### src/sv/assert_macros.svh
// Assertion helpers for the lexer RTL.
`ifndef ASSERT_MACROS_SVH
`define ASSERT_MACROS_SVH

// Checked at every clock edge once reset is released.
`define ASSERT_CLK(label, prop, msg) \
    label: assert property (@(posedge clk) disable iff (!rst_n) prop) else $error(msg);

// Checked at every clock edge, reset included.
`define ASSERT_ALWAYS(label, prop, msg) \
    label: assert property (@(posedge clk) prop) else $error(msg);

`endif

### src/sv/ctl_pkg.sv
`default_nettype none

package ctl_pkg;

    typedef enum logic [1:0] {
        CLS_PLAIN = 2'd0,
        CLS_WS    = 2'd1,
        CLS_PUNCT = 2'd2,
        CLS_QUOTE = 2'd3
    } cls_t;

    // class table write port
    typedef struct packed {
        logic       en;
        logic [7:0] addr;
        cls_t       cls;
    } tbl_wr_t;

    localparam logic [7:0] WS_LO    = 8'd9;
    localparam logic [7:0] WS_HI    = 8'd13;
    localparam logic [7:0] WS_SPACE = 8'd32;

endpackage

`default_nettype wire

### src/sv/ctl_class_table.sv
`default_nettype none

module ctl_class_table
    import ctl_pkg::*;
(
    input  wire logic       clk,
    input  wire logic       rst_n,
    input  wire tbl_wr_t    wr,
    input  wire logic       rd_en,
    input  wire logic [7:0] rd_addr,
    output cls_t            rd_cls
);

    cls_t         mem [256];
    logic [255:0] written_reg;
    cls_t         mem_q_reg;
    logic         written_q_reg;
    cls_t         dflt_q_reg;
    cls_t         dflt;

    // entries never written read as the power-up classes
    always_comb
    begin
        if ((rd_addr >= WS_LO && rd_addr <= WS_HI) || rd_addr == WS_SPACE)
            dflt = CLS_WS;
        else
            dflt = CLS_PLAIN;
    end

    always_ff @(posedge clk)
    begin
        if (wr.en)
            mem[wr.addr] <= wr.cls;
        if (rd_en)
        begin
            mem_q_reg  <= mem[rd_addr];
            dflt_q_reg <= dflt;
        end
    end

    always_ff @(posedge clk or negedge rst_n)
    begin
        if (!rst_n)
        begin
            written_reg   <= '0;
            written_q_reg <= 1'b0;
        end
        else
        begin
            if (wr.en)
                written_reg[wr.addr] <= 1'b1;
            if (rd_en)
                written_q_reg <= written_reg[rd_addr];
        end
    end

    assign rd_cls = written_q_reg ? mem_q_reg : dflt_q_reg;

endmodule

`default_nettype wire

### src/sv/configurable_token_lexer_core.sv
// Byte-stream tokenizer with a programmable class table and escape decoding.
// s_axis carries one item per transfer: tuser selects a character, a class
// table write (tdata[7:0] index, tdata[9:8] class) or end of input.
// m_axis returns token bytes; tlast marks the final byte of a token, tuser
// gives byte_valid and the token kind. An empty quoted token is a single
// transfer with byte_valid low.
// cfg writes escape_enable (index 0) and escape_char (index 1); write only
// while the block is idle. cfg_ready is always high.
// An item passes the class table read, then the lexer state update, which
// loads its results into the output register.
// Throughput: one item per cycle while each item yields at most one result
// and m_axis_tready is high. Two or three results of one item hold the output
// register until sent, one per cycle, and stall the next item with results.
// Reset clears the lexer state and restores the power-up class table
// (9 to 13 and 32 whitespace, else plain) through per-entry written flags.
// When m_axis_tready is low the output register holds, an item with results
// waits in the update stage and s_axis_tready drops while it waits there.
`default_nettype none

module configurable_token_lexer_core
    import ctl_pkg::*;
(
    input  wire logic        clk,
    input  wire logic        rst_n,
    input  wire logic        s_axis_tvalid,
    output logic             s_axis_tready,
    input  wire logic [15:0] s_axis_tdata,  // [7:0] char_code, [9:8] class_code
    input  wire logic [1:0]  s_axis_tuser,  // [1:0] func
    output logic             m_axis_tvalid,
    input  wire logic        m_axis_tready,
    output logic [7:0]       m_axis_tdata,  // [7:0] out_byte
    output logic [2:0]       m_axis_tuser,  // [0] byte_valid, [2:1] token_kind
    output logic             m_axis_tlast,
    input  wire logic        cfg_valid,
    output logic             cfg_ready,
    input  wire logic        cfg_index,
    input  wire logic [7:0]  cfg_data
);

`include "assert_macros.svh"

    localparam logic [1:0] FUNC_CHAR  = 2'd0;
    localparam logic [1:0] FUNC_CLASS = 2'd1;
    localparam logic [1:0] FUNC_EOI   = 2'd2;

    localparam logic CFG_ESC_EN   = 1'b0;
    localparam logic CFG_ESC_CHAR = 1'b1;

    localparam logic [1:0] KIND_PLAIN  = 2'd0;
    localparam logic [1:0] KIND_QUOTED = 2'd1;
    localparam logic [1:0] KIND_PUNCT  = 2'd2;

    localparam logic [7:0] CH_NL   = 8'h0A;
    localparam logic [7:0] CH_0    = "0";
    localparam logic [7:0] CH_7    = "7";
    localparam logic [7:0] CH_9    = "9";
    localparam logic [7:0] CH_UA   = "A";
    localparam logic [7:0] CH_UF   = "F";
    localparam logic [7:0] CH_LA   = "a";
    localparam logic [7:0] CH_LF   = "f";
    localparam logic [7:0] CH_X    = "x";
    localparam logic [7:0] CH_B    = "b";
    localparam logic [7:0] CH_N    = "n";
    localparam logic [7:0] CH_R    = "r";
    localparam logic [7:0] CH_T    = "t";
    localparam logic [7:0] CH_V    = "v";
    localparam logic [7:0] HEX_UP_OFS = CH_UA - 8'd10;
    localparam logic [7:0] HEX_LO_OFS = CH_LA - 8'd10;

    typedef enum logic [2:0] {
        MODE_IDLE   = 3'd0,
        MODE_PLAIN  = 3'd1,
        MODE_QUOTED = 3'd2,
        MODE_ESC    = 3'd3,
        MODE_OCT    = 3'd4,
        MODE_HEX    = 3'd5
    } lex_mode_t;

    typedef struct packed {
        logic [7:0] out_byte;
        logic       byte_valid;
        logic [1:0] token_kind;
        logic       token_last;
    } res_t;

    typedef struct packed {
        lex_mode_t       mode;
        logic [7:0]      oq;
        logic [7:0]      ev;
        logic [1:0]      od;
        logic [7:0]      hb;
        logic            hv;
        logic [1:0]      kind;
        res_t [2:0]      res;
        logic [1:0]      cnt;
    } lx_t;

    // ---------------------------------------------------------------- step
    function automatic lx_t emit(lx_t s, logic [7:0] b, logic v, logic [1:0] k,
                                 logic l);
        lx_t r;
        r = s;
        if (r.cnt != 2'd3)
        begin
            r.res[r.cnt] = '{out_byte: b, byte_valid: v, token_kind: k, token_last: l};
            r.cnt        = r.cnt + 2'd1;
        end
        return r;
    endfunction

    function automatic lx_t push(lx_t s, logic [7:0] c);
        lx_t r;
        r = s;
        if (r.hv)
            r = emit(r, r.hb, 1'b1, r.kind, 1'b0);
        r.hb = c;
        r.hv = 1'b1;
        return r;
    endfunction

    function automatic lx_t end_tok(lx_t s);
        lx_t r;
        r = s;
        if (r.hv)
            r = emit(r, r.hb, 1'b1, r.kind, 1'b1);
        else if (r.kind == KIND_QUOTED)
            r = emit(r, 8'd0, 1'b0, KIND_QUOTED, 1'b1);
        r.hv   = 1'b0;
        r.mode = MODE_IDLE;
        return r;
    endfunction

    function automatic lx_t idle_ch(lx_t s, logic [7:0] c, cls_t cls, logic esc);
        lx_t r;
        r      = s;
        r.mode = MODE_IDLE;
        unique case (cls)
            CLS_WS: ;
            CLS_PUNCT: r = emit(r, c, 1'b1, KIND_PUNCT, 1'b1);
            CLS_QUOTE:
            begin
                r.hv   = 1'b0;
                r.oq   = c;
                r.kind = KIND_QUOTED;
                r.mode = MODE_QUOTED;
            end
            default:
            begin
                r.hv   = 1'b0;
                r.kind = KIND_PLAIN;
                if (esc)
                    r.mode = MODE_ESC;
                else
                begin
                    r.mode = MODE_PLAIN;
                    r      = push(r, c);
                end
            end
        endcase
        return r;
    endfunction

    function automatic lx_t body_ch(lx_t s, logic [7:0] c, cls_t cls, logic esc);
        lx_t r;
        r = s;
        if (r.kind == KIND_QUOTED)
        begin
            r.mode = MODE_QUOTED;
            if (c == r.oq)
                r = end_tok(r);
            else if (esc)
                r.mode = MODE_ESC;
            else if (c == CH_NL)
                r = idle_ch(end_tok(r), c, cls, esc);
            else
                r = push(r, c);
        end
        else
        begin
            r.mode = MODE_PLAIN;
            if (esc)
                r.mode = MODE_ESC;
            else if (cls == CLS_PLAIN)
                r = push(r, c);
            else
                r = idle_ch(end_tok(r), c, cls, esc);
        end
        return r;
    endfunction

    function automatic lx_t esc_ch(lx_t s, logic [7:0] c);
        lx_t r;
        r      = s;
        r.mode = (r.kind == KIND_QUOTED) ? MODE_QUOTED : MODE_PLAIN;
        case (c)
            CH_LA: r = push(r, 8'd7);
            CH_B:  r = push(r, 8'd8);
            CH_LF: r = push(r, 8'd12);
            CH_N:  r = push(r, 8'd10);
            CH_R:  r = push(r, 8'd13);
            CH_T:  r = push(r, 8'd9);
            CH_V:  r = push(r, 8'd11);
            CH_X:
            begin
                r.ev   = 8'd0;
                r.mode = MODE_HEX;
            end
            default:
            begin
                if (c >= CH_0 && c <= CH_7)
                begin
                    r.ev   = {5'd0, c[2:0]};
                    r.od   = 2'd1;
                    r.mode = MODE_OCT;
                end
                else
                    r = push(r, c);
            end
        endcase
        return r;
    endfunction

    // --------------------------------------------------------- stage regs
    logic       s1_valid_reg;
    logic [1:0] s1_func_reg;
    logic [7:0] s1_char_reg;
    cls_t       s1_cls;
    logic       s1_fire;
    logic       in_xfer;
    logic       out_xfer;
    logic       bun_done;
    tbl_wr_t    tbl_wr;

    lex_mode_t  mode_reg;
    logic [7:0] open_quote_reg;
    logic [7:0] esc_val_reg;
    logic [1:0] oct_cnt_reg;
    logic [7:0] held_byte_reg;
    logic       held_valid_reg;
    logic [1:0] kind_reg;
    logic       esc_en_reg;
    logic [7:0] esc_char_reg;

    res_t [2:0] bun_res_reg;
    logic [1:0] bun_cnt_reg;
    logic [1:0] bun_idx_reg;

    lx_t        lx_cur;
    lx_t        lx_next;
    logic       esc_hit;
    logic [7:0] hex_d;
    logic       hex_ok;
    logic [1:0] od_inc;

    assign cfg_ready = 1'b1;

    always_ff @(posedge clk or negedge rst_n)
    begin
        if (!rst_n)
        begin
            esc_en_reg   <= 1'b0;
            esc_char_reg <= 8'd92;
        end
        else if (cfg_valid)
        begin
            unique case (cfg_index)
                CFG_ESC_EN:   esc_en_reg   <= cfg_data[0];
                CFG_ESC_CHAR: esc_char_reg <= cfg_data;
                default: ;
            endcase
        end
    end

    // read stage: table lookup, class writes take effect at transfer time
    assign in_xfer       = s_axis_tvalid && s_axis_tready;
    assign s_axis_tready = !s1_valid_reg || s1_fire;
    assign tbl_wr.en     = in_xfer && (s_axis_tuser == FUNC_CLASS);
    assign tbl_wr.addr   = s_axis_tdata[7:0];
    assign tbl_wr.cls    = cls_t'(s_axis_tdata[9:8]);

    ctl_class_table u_table (
        .clk     (clk),
        .rst_n   (rst_n),
        .wr      (tbl_wr),
        .rd_en   (in_xfer),
        .rd_addr (s_axis_tdata[7:0]),
        .rd_cls  (s1_cls)
    );

    always_ff @(posedge clk or negedge rst_n)
    begin
        if (!rst_n)
            s1_valid_reg <= 1'b0;
        else if (s_axis_tready)
            s1_valid_reg <= s_axis_tvalid;
    end

    always_ff @(posedge clk)
    begin
        if (in_xfer)
        begin
            s1_func_reg <= s_axis_tuser;
            s1_char_reg <= s_axis_tdata[7:0];
        end
    end

    // update stage
    assign esc_hit = esc_en_reg && (s1_char_reg == esc_char_reg);
    assign od_inc  = oct_cnt_reg + 2'd1;

    always_comb
    begin
        hex_ok = 1'b1;
        if (s1_char_reg >= CH_0 && s1_char_reg <= CH_9)
            hex_d = s1_char_reg - CH_0;
        else if (s1_char_reg >= CH_UA && s1_char_reg <= CH_UF)
            hex_d = s1_char_reg - HEX_UP_OFS;
        else if (s1_char_reg >= CH_LA && s1_char_reg <= CH_LF)
            hex_d = s1_char_reg - HEX_LO_OFS;
        else
        begin
            hex_d  = 8'd0;
            hex_ok = 1'b0;
        end
    end

    always_comb
    begin
        lx_cur = '{mode: mode_reg, oq: open_quote_reg, ev: esc_val_reg,
                   od: oct_cnt_reg, hb: held_byte_reg, hv: held_valid_reg,
                   kind: kind_reg, res: '0, cnt: 2'd0};
        lx_next = lx_cur;
        if (s1_func_reg == FUNC_CHAR)
        begin
            case (mode_reg)
                MODE_PLAIN, MODE_QUOTED:
                    lx_next = body_ch(lx_cur, s1_char_reg, s1_cls, esc_hit);
                MODE_ESC:
                    lx_next = esc_ch(lx_cur, s1_char_reg);
                MODE_OCT:
                begin
                    if (s1_char_reg >= CH_0 && s1_char_reg <= CH_7)
                    begin
                        lx_next.ev = {esc_val_reg[4:0], s1_char_reg[2:0]};
                        lx_next.od = od_inc;
                        if (od_inc == 2'd3 || od_inc == 2'd0)
                        begin
                            lx_next.od   = 2'd0;
                            lx_next.mode = (kind_reg == KIND_QUOTED) ? MODE_QUOTED
                                                                     : MODE_PLAIN;
                            lx_next      = push(lx_next, lx_next.ev);
                        end
                    end
                    else
                    begin
                        lx_next.od = 2'd0;
                        lx_next    = body_ch(push(lx_next, esc_val_reg), s1_char_reg,
                                             s1_cls, esc_hit);
                    end
                end
                MODE_HEX:
                begin
                    if (hex_ok)
                        lx_next.ev = {esc_val_reg[3:0], hex_d[3:0]};
                    else
                        lx_next = body_ch(push(lx_cur, esc_val_reg), s1_char_reg,
                                          s1_cls, esc_hit);
                end
                default:
                    lx_next = idle_ch(lx_cur, s1_char_reg, s1_cls, esc_hit);
            endcase
        end
        else if (s1_func_reg == FUNC_EOI)
        begin
            case (mode_reg)
                MODE_OCT, MODE_HEX:
                    lx_next = end_tok(push(lx_cur, esc_val_reg));
                MODE_ESC, MODE_PLAIN, MODE_QUOTED:
                    lx_next = end_tok(lx_cur);
                default: ;
            endcase
            lx_next.od   = 2'd0;
            lx_next.hv   = 1'b0;
            lx_next.mode = MODE_IDLE;
        end
    end

    always_ff @(posedge clk or negedge rst_n)
    begin
        if (!rst_n)
        begin
            mode_reg       <= MODE_IDLE;
            open_quote_reg <= 8'd0;
            esc_val_reg    <= 8'd0;
            oct_cnt_reg    <= 2'd0;
            held_byte_reg  <= 8'd0;
            held_valid_reg <= 1'b0;
            kind_reg       <= KIND_PLAIN;
        end
        else if (s1_fire)
        begin
            mode_reg       <= lx_next.mode;
            open_quote_reg <= lx_next.oq;
            esc_val_reg    <= lx_next.ev;
            oct_cnt_reg    <= lx_next.od;
            held_byte_reg  <= lx_next.hb;
            held_valid_reg <= lx_next.hv;
            kind_reg       <= lx_next.kind;
        end
    end

    // output register: up to three results of one item, sent in order
    assign m_axis_tvalid = (bun_cnt_reg != 2'd0);
    assign out_xfer      = m_axis_tvalid && m_axis_tready;
    assign bun_done      = out_xfer && (bun_idx_reg == bun_cnt_reg - 2'd1);
    assign s1_fire       = s1_valid_reg &&
                           (bun_cnt_reg == 2'd0 || bun_done || lx_next.cnt == 2'd0);

    always_ff @(posedge clk or negedge rst_n)
    begin
        if (!rst_n)
        begin
            bun_cnt_reg <= 2'd0;
            bun_idx_reg <= 2'd0;
        end
        else if (s1_fire && lx_next.cnt != 2'd0)
        begin
            bun_cnt_reg <= lx_next.cnt;
            bun_idx_reg <= 2'd0;
        end
        else if (bun_done)
        begin
            bun_cnt_reg <= 2'd0;
            bun_idx_reg <= 2'd0;
        end
        else if (out_xfer)
            bun_idx_reg <= bun_idx_reg + 2'd1;
    end

    always_ff @(posedge clk)
    begin
        if (s1_fire && lx_next.cnt != 2'd0)
            bun_res_reg <= lx_next.res;
    end

    assign m_axis_tdata = bun_res_reg[bun_idx_reg].out_byte;
    assign m_axis_tuser = {bun_res_reg[bun_idx_reg].token_kind,
                           bun_res_reg[bun_idx_reg].byte_valid};
    assign m_axis_tlast = bun_res_reg[bun_idx_reg].token_last;

    // ---------------------------------------------------------- checks
    `ASSERT_ALWAYS(a_idx_in_range, (!rst_n || !m_axis_tvalid || bun_idx_reg < bun_cnt_reg), "output index beyond result count")
    `ASSERT_CLK(a_s1_holds, (s1_valid_reg && !s1_fire) |=> (s1_valid_reg && $stable(s1_char_reg) && $stable(s1_func_reg)), "stalled item lost in update stage")
    `ASSERT_CLK(a_held_in_token, held_valid_reg |-> (mode_reg != MODE_IDLE), "held byte outside a token")
    `ASSERT_CLK(a_bundle_kept, (m_axis_tvalid && !m_axis_tready) |=> (m_axis_tvalid && $stable(bun_idx_reg)), "pending result dropped")

endmodule

`default_nettype wire
### config.mk
export PLATFORM = sky130hd
export DESIGN_NAME = configurable_token_lexer_core
export DESIGN_NICKNAME = d
export VERILOG_FILES = /design/src/sv/ctl_pkg.sv /design/src/sv/ctl_class_table.sv /design/src/sv/configurable_token_lexer_core.sv
export VERILOG_INCLUDE_DIRS = /design/src /design/src/sv
export SDC_FILE = /design/constraint.sdc
export NUM_CORES = 1
export LEC_CHECK = 0
export BUFFER_PORTS_ARGS = -buffer_cell sky130_fd_sc_hd__clkbuf_2
export CAP_MARGIN = 20
export CORE_MARGIN = 2
export CORE_UTILIZATION = 36
export CTS_BUF_LIST = sky130_fd_sc_hd__clkbuf_16
export DETAILED_ROUTE_END_ITERATION = 10
export GPL_TIMING_DRIVEN = 0
export SYNTH_ARGS = -nofsm -noshare
export SYNTH_HDL_FRONTEND = slang
export SYNTH_SLANG_ARGS = --single-unit
### constraint.sdc
create_clock -name clk -period 13.4 [get_ports clk]
set_clock_uncertainty 0.2 [all_clocks]
set_input_delay 2.01 -clock clk [delete_from_list [all_inputs] [get_ports clk]]
set_output_delay 2.01 -clock clk [all_outputs]
set_load 0.02 [all_outputs]
==> flow_metrics.tcl, run 1 <==
set metrics [dict create \
    hpwl_um 93700 \
    globalRouteOverflowTotal 0 \
    nFillCells 9779 \
    hold_viol 0 \
    synth_edf_count 558 \
    drt_iter0_drc 3686 \
    fin_crit_ns 7.24 \
    reg2reg_slack_ns 7.43 \
    synthArstFlopShare 0.352 \
    critPathCaptureType "register" \
    routed_wl_um 138000 \
    peakVddDrop_mv 0.102 \
    leakagePower_nw 15.4 \
    pin_count 47 \
    total_power_mw 6.28 \
    rr_startpoint "u_table.written_q_reg$_DFFE_PN0P_" \
    whs_endpoint "u_table.written_reg[21]$_DFFE_PN0P_" \
    drtPass1Iterations 6 \
    design_area_mm2 0.0444 \
    hp-class "register to register" \
    area_growth_pct 14.0 \
    post_drt_wl_per_cell_um 32.1 \
    start_kind "primary input" \
    worst_pin_slew_ns 1.20 \
    cts-resized-gates 0 \
    synthesis.nets 2710 \
    yosysWarnings 0 \
    grt_start_max_net_pins 152 \
    critPathRequiredTime_ns 13.52 \
    max-clock-path-buffers 3 \
    route.met2.wl_um 64800 \
    insertion_delay_ns 0.67 \
    met1_length_um 52900 \
    grt_pass1_wl_um 195000 \
    dp_cells 4126 \
    hp-start "u_table.written_reg[21]$_DFFE_PN0P_" \
    ant_nets 0 \
    syn_inst 2664 \
    path_max_fanout 10 \
    setup_violations 0 \
    outcome "complete, no violations" \
    final_nets 2860 \
    avgSynthCellArea_um2 14.6 \
    die-area_mm2 0.111 \
    cts.sinks 861 \
    drc_errors 0 \
    h-tree-depth 3 \
    slew_violations 0 \
    largest_reg_flops 512 \
    worstPathArrival_ns 7.36 \
    met3_length_um 13800 \
    whs_path_depth 1 \
    synth_sequential_area_ratio 0.625 \
    grt_usage 0.245 \
    multi_input_area_mm2 0.0136 \
    cts_root_buffer "clkbuf_16" \
    start_util 0.363 \
    syn_area_mm2 0.0390 \
    layout-drive-gt1-share 0.202 \
    slew_headroom 0.198 \
    ys_types 93 \
    grt_pass1_vias 26300 \
    globalplace.congestion 0.976 \
    final_cells 4293 \
    synth_top_flop_cell "edfxtp_1" \
    drv_cap 0 \
    vias 26500 \
    cts_made_buffers 89 \
    cts_hold_buf 0 \
    rsz0062_at_grt "no" \
    io_buffers 38 \
    core-area_mm2 0.107 \
    ff2ff_path_depth 15 \
    rows 120 \
    fin_crit_sh 0.540 \
    fin_setup_tns_ns 0 \
    critical_path_class "primary input to register" \
    dpl_cell_area_mm2 0.0413 \
    die_h_um 333 \
    p_per_area_mw_per_mm2 141 \
    regToRegEndpoint "u_table.mem[80][1]$_DFFE_PP_" \
    final-seq-area_mm2 0.0243 \
    ys_ff_latch 861 \
    fmax_ghz 0.138 \
    antenna_found_initial 4 \
    die_x_um 333 \
    clk_pin_slew_ns 0.06 \
    maxUsedRoutingLayer "met5" \
    via_per_inst 6.17 \
    cts_tree "yes" \
    cts_setup_buffers 0 \
]
## cell families after synthesis
kind of cell,Yosys count,synth area share
mux,292,0.149
xor+xnor,22,0.00495
other cells,1,0.0000963
buf+inv,239,0.0270
fa+ha+maj,14,0.00450
compound gates,575,0.108
flops,861,0.625
simple gates,660,0.0809
## report_power, final
group	switching, mW	total (mW)	leakage [nW]	internal (mW)
combinational	0.530	0.768	4.67	0.237
clock	1.10	2.60	1.53	1.49
sequential	0.0286	2.92	9.20	2.89
## layout make-up
cell class                      count  share of cell area
Inverter                           26             0.00220
Clock inverter                     77              0.0184
Antenna cell                        1           0.0000564
Clock buffer                       89              0.0502
Tap cell                         1403              0.0395
Multi-Input combinational cell   1564               0.305
Timing Repair Buffer               59              0.0141
Buffer                            213              0.0216
Sequential cell                   861               0.548
## metal layers
metal	vias up	track usage
met5	-	0
met4	6	0.0937
met3	336	0.0574
met2	1709	0.394
met1	13600	0.323
li1	10800	-
## synth_stat cells, drive strengths merged (15+ instances only)
library cell	count	area, um2
edfxtp	558	16800
dfrtp	299	7480
o21bai	258	1940
nor3	249	1250
mux4	225	5070
nand2	170	638
nor2	116	435
buf	108	558
clkbuf	105	394
o21ai	65	340
a21oi	56	288
mux2	39	469
mux2i	28	280
a22oi	25	188
inv	25	93.8
nand3	25	125
nand2b	21	131
xnor2	20	175
a31oi	19	119
a22o	17	149
o211ai	15	128
## cell usage in the layout (no fill, tap or decap), types with 12 or more instances in the layout
| master | n |
|---|---|
| a21oi_1 | 54 |
| o211ai_1 | 12 |
| clkinv_2 | 24 |
| buf_8 | 12 |
| nand2b_1 | 21 |
| nand3_1 | 25 |
| mux2i_1 | 28 |
| clkbuf_1 | 104 |
| o22ai_1 | 12 |
| mux2_2 | 30 |
| clkinv_1 | 15 |
| mux4_2 | 225 |
| dfrtp_1 | 299 |
| ha_1 | 14 |
| o21ai_0 | 63 |
| clkbuf_16 | 89 |
| nor2b_1 | 14 |
| inv_1 | 37 |
| buf_4 | 17 |
| clkbuf_2 | 36 |
| buf_1 | 17 |
| xnor2_1 | 20 |
| a22o_1 | 17 |
| o21bai_1 | 258 |
| nor2_1 | 116 |
| nand2_1 | 170 |
| a31oi_1 | 19 |
| bufinv_16 | 14 |
| buf_2 | 74 |
| a22oi_1 | 25 |
| edfxtp_1 | 558 |
| nor3_1 | 248 |
## metrics by stage
| step | util | hold WS (ns) | worst slack [ns] |
|---|---|---|---|
| floorplan | - | 0.235 | 8.12 |
| global placement | 0.381 | 0.252 | 3.21 |
| detailed placement | 0.386 | 0.254 | 5.82 |
| CTS | 0.414 | 0.270 | 6.31 |
| global route | 0.414 | 0.277 | 6.07 |
| finish | 0.414 | 0.270 | 6.16 |
## how the worst max path moves through the flow
stage / slack [ns] / startpoint / depth (start not counted) / endpoint
2_1_floorplan: 8.12 / u_table.written_q_reg$_DFFE_PN0P_ / 14 / s_axis_tready
3_3_place_gp: 3.21 / rst_n / 1 / esc_char_reg[1]$_DFFE_PN0P_
3_5_place_dp: 5.82 / s_axis_tdata[1] / 10 / u_table.mem[54][0]$_DFFE_PP_
4_1_cts: 6.31 / u_table.written_q_reg$_DFFE_PN0P_ / 15 / s_axis_tready
5_1_grt: 6.07 / u_table.written_q_reg$_DFFE_PN0P_ / 15 / s_axis_tready
6_report: 6.16 / s_axis_tdata[1] / 10 / u_table.mem[54][0]$_DFFE_PP_
## critical path, stage by stage
cell	delay, ns
clkbuf_2	0.09
clkbuf_1	0.67
clkbuf_1	0.96
buf_2	0.63
buf_2	0.48
clkbuf_1	0.44
nand2_1	0.21
nor3_1	0.65
nand2_1	0.70
nor3_1	0.51
(Power assumes the default switching activity.)
==> run 2: changes to the inputs <==
clock period = 7.5 ns   (was 13.4 ns; I/O delays follow)
==> run 2 against run 1 <==
Effect of this change:
- count of clock-buffer cells in the layout unchanged
- critical endpoint is now s_axis_tready
- routed wire length about the same
- highest routed layer unchanged
- worst hold slack got worse by 0.057 ns
- setup slack lost 5.0 ns
- sequential share of layout area hardly changed
- register-to-register slack lost 5.9 ns
- clock power is 78% higher
- die area stayed put
- global-route usage about the same
- final cell count barely moved
==> flow_metrics.tcl, run 2 (synthesized netlist as in run 1, its figures left out) <==
set metrics [dict create \
    setup_violations 0 \
    drv_cap 0 \
    path_max_fanout 10 \
    clk_pin_slew_ns 0.06 \
    p_per_area_mw_per_mm2 253 \
    insertion_delay_ns 0.67 \
    crit_path_max_incr_delay_ns 0.57 \
    worstPathArrival_ns 5.02 \
    max-clock-path-buffers 3 \
    die-area_mm2 0.111 \
    area_growth_pct 14.0 \
    leakagePower_nw 15.4 \
    die_x_um 333 \
    globalRouteOverflowTotal 0 \
    final_cells 4294 \
    vias 26600 \
    cts_made_buffers 89 \
    drtPass1Iterations 6 \
    post_drt_wl_per_cell_um 32.1 \
    cts.sinks 861 \
    routed_wl_um 138000 \
    io_buffers 38 \
    critPathTopFamily "buffers and inverters" \
    drt_iter0_drc 3807 \
    core-area_mm2 0.107 \
    start_kind "register" \
    pin_count 47 \
    outcome "complete, no violations" \
    hold_viol 0 \
    rr_startpoint "u_table.written_q_reg$_DFFE_PN0P_" \
    final-seq-area_mm2 0.0243 \
    ff2ff_path_depth 16 \
    cts_hold_buf 0 \
    cp_slowest_cell "a2111oi_0" \
    worst_pin_slew_ns 1.16 \
    cp.depth 15 \
    fin_util 0.414 \
    critPathRequiredTime_ns 6.17 \
    rsz0062_at_grt "no" \
    fin_crit_sh 0.846 \
    multi_input_area_mm2 0.0136 \
    total_power_mw 11.2 \
    largest_reg_flops 512 \
    dp_cells 4126 \
    cts_setup_buffers 0 \
    grt_start_max_net_pins 152 \
    reg2reg_slack_ns 1.53 \
    grt_pass1_wl_um 195000 \
    final_common_cell "edfxtp_1" \
    regToRegEndpoint "u_table.mem[24][0]$_DFFE_PP_" \
    cts-resized-gates 0 \
    grt_pass1_vias 26300 \
    layout_common_cells "edfxtp_1, dfrtp_1, o21bai_1, nor3_1, mux4_2" \
    critPathCaptureType "primary output" \
    die_h_um 333 \
    rows 120 \
    h-tree-depth 3 \
    start_util 0.363 \
    slew_headroom 0.226 \
    final_nets 2860 \
    peakVddDrop_mv 0.182 \
    ant_nets 0 \
    layout-drive-gt1-share 0.202 \
    via_per_inst 6.19 \
    nFillCells 9780 \
    fmax_ghz 0.158 \
    hpwl_um 93700 \
    crit_chain "mux2_2 -> inv_1 -> ha_1 -> clkbuf_1 -> inv_1 -> ha_1 -> mux2i_1 -> and2_1 -> a2111oi_0 -> a311oi_2 -> and4b_1 -> buf_2 -> nor2_1 -> nand2_1 -> clkbuf_2" \
    hold-worst-slack_ns 0.213 \
    globalplace.congestion 0.976 \
    critical_path_class "register to primary output" \
    cts_root_buffer "clkbuf_16" \
    path_buf_inv 5 \
    grt_usage 0.245 \
    hp-class "primary input to async pin" \
    cts_tree "yes" \
    antenna_found_initial 4 \
    slew_violations 0 \
    drc_errors 0 \
    fin_crit_ns 6.34 \
]
## run 2: changes by cell type in the layout (fill, tap and decap cells not counted)
cell	before	now
diode_2	1	2
## run 2: worst max path at each step
stage	from	endpoint	slack [ns]
5_1_grt	u_table.written_q_reg$_DFFE_PN0P_	s_axis_tready	1.07
3_3_place_gp	rst_n	esc_char_reg[1]$_DFFE_PN0P_	-1.81
6_report	u_table.written_q_reg$_DFFE_PN0P_	s_axis_tready	1.16
3_5_place_dp	s_axis_tdata[1]	u_table.mem[54][0]$_DFFE_PP_	0.81
2_1_floorplan	u_table.written_q_reg$_DFFE_PN0P_	s_axis_tready	3.11
4_1_cts	u_table.written_q_reg$_DFFE_PN0P_	s_axis_tready	1.30
## run 2: power by group
group          total, mW  switching, mW  internal [mW]  leakage, nW
logic               1.37          0.948          0.424         4.67
registers           5.21         0.0512           5.16         9.20
clock network       4.64           1.98           2.67         1.53
## run 2: layout make-up
cell class | count | area share
sequential | 861 | 0.548
multi-input combinational | 1564 | 0.305
clock buffer | 89 | 0.0502
tap | 1403 | 0.0395
buffer | 213 | 0.0216
clock inverter | 77 | 0.0184
timing repair buffer | 59 | 0.0141
inverter | 26 | 0.00220
antenna | 2 | 0.000113
## run 2: per-stage QoR
stage,cell area (um2),setup TNS (ns),setup slack (ns)
finish,44400,0,1.16
global route,44400,0,1.07
CTS,44400,0,1.30
detailed placement,41300,0,0.807
global placement,40900,-525.26,-1.81
floorplan,39000,0,3.11
## run 2: metal layers
metal / GRT usage / vias to the layer above / share of wire
li1: - / 10800 / -
met1: 0.324 / 13800 / 0.38
met2: 0.394 / 1685 / 0.47
met3: 0.0574 / 355 / 0.10
met4: 0.0935 / 6 / 0.046
met5: 0 / - / 0.00033
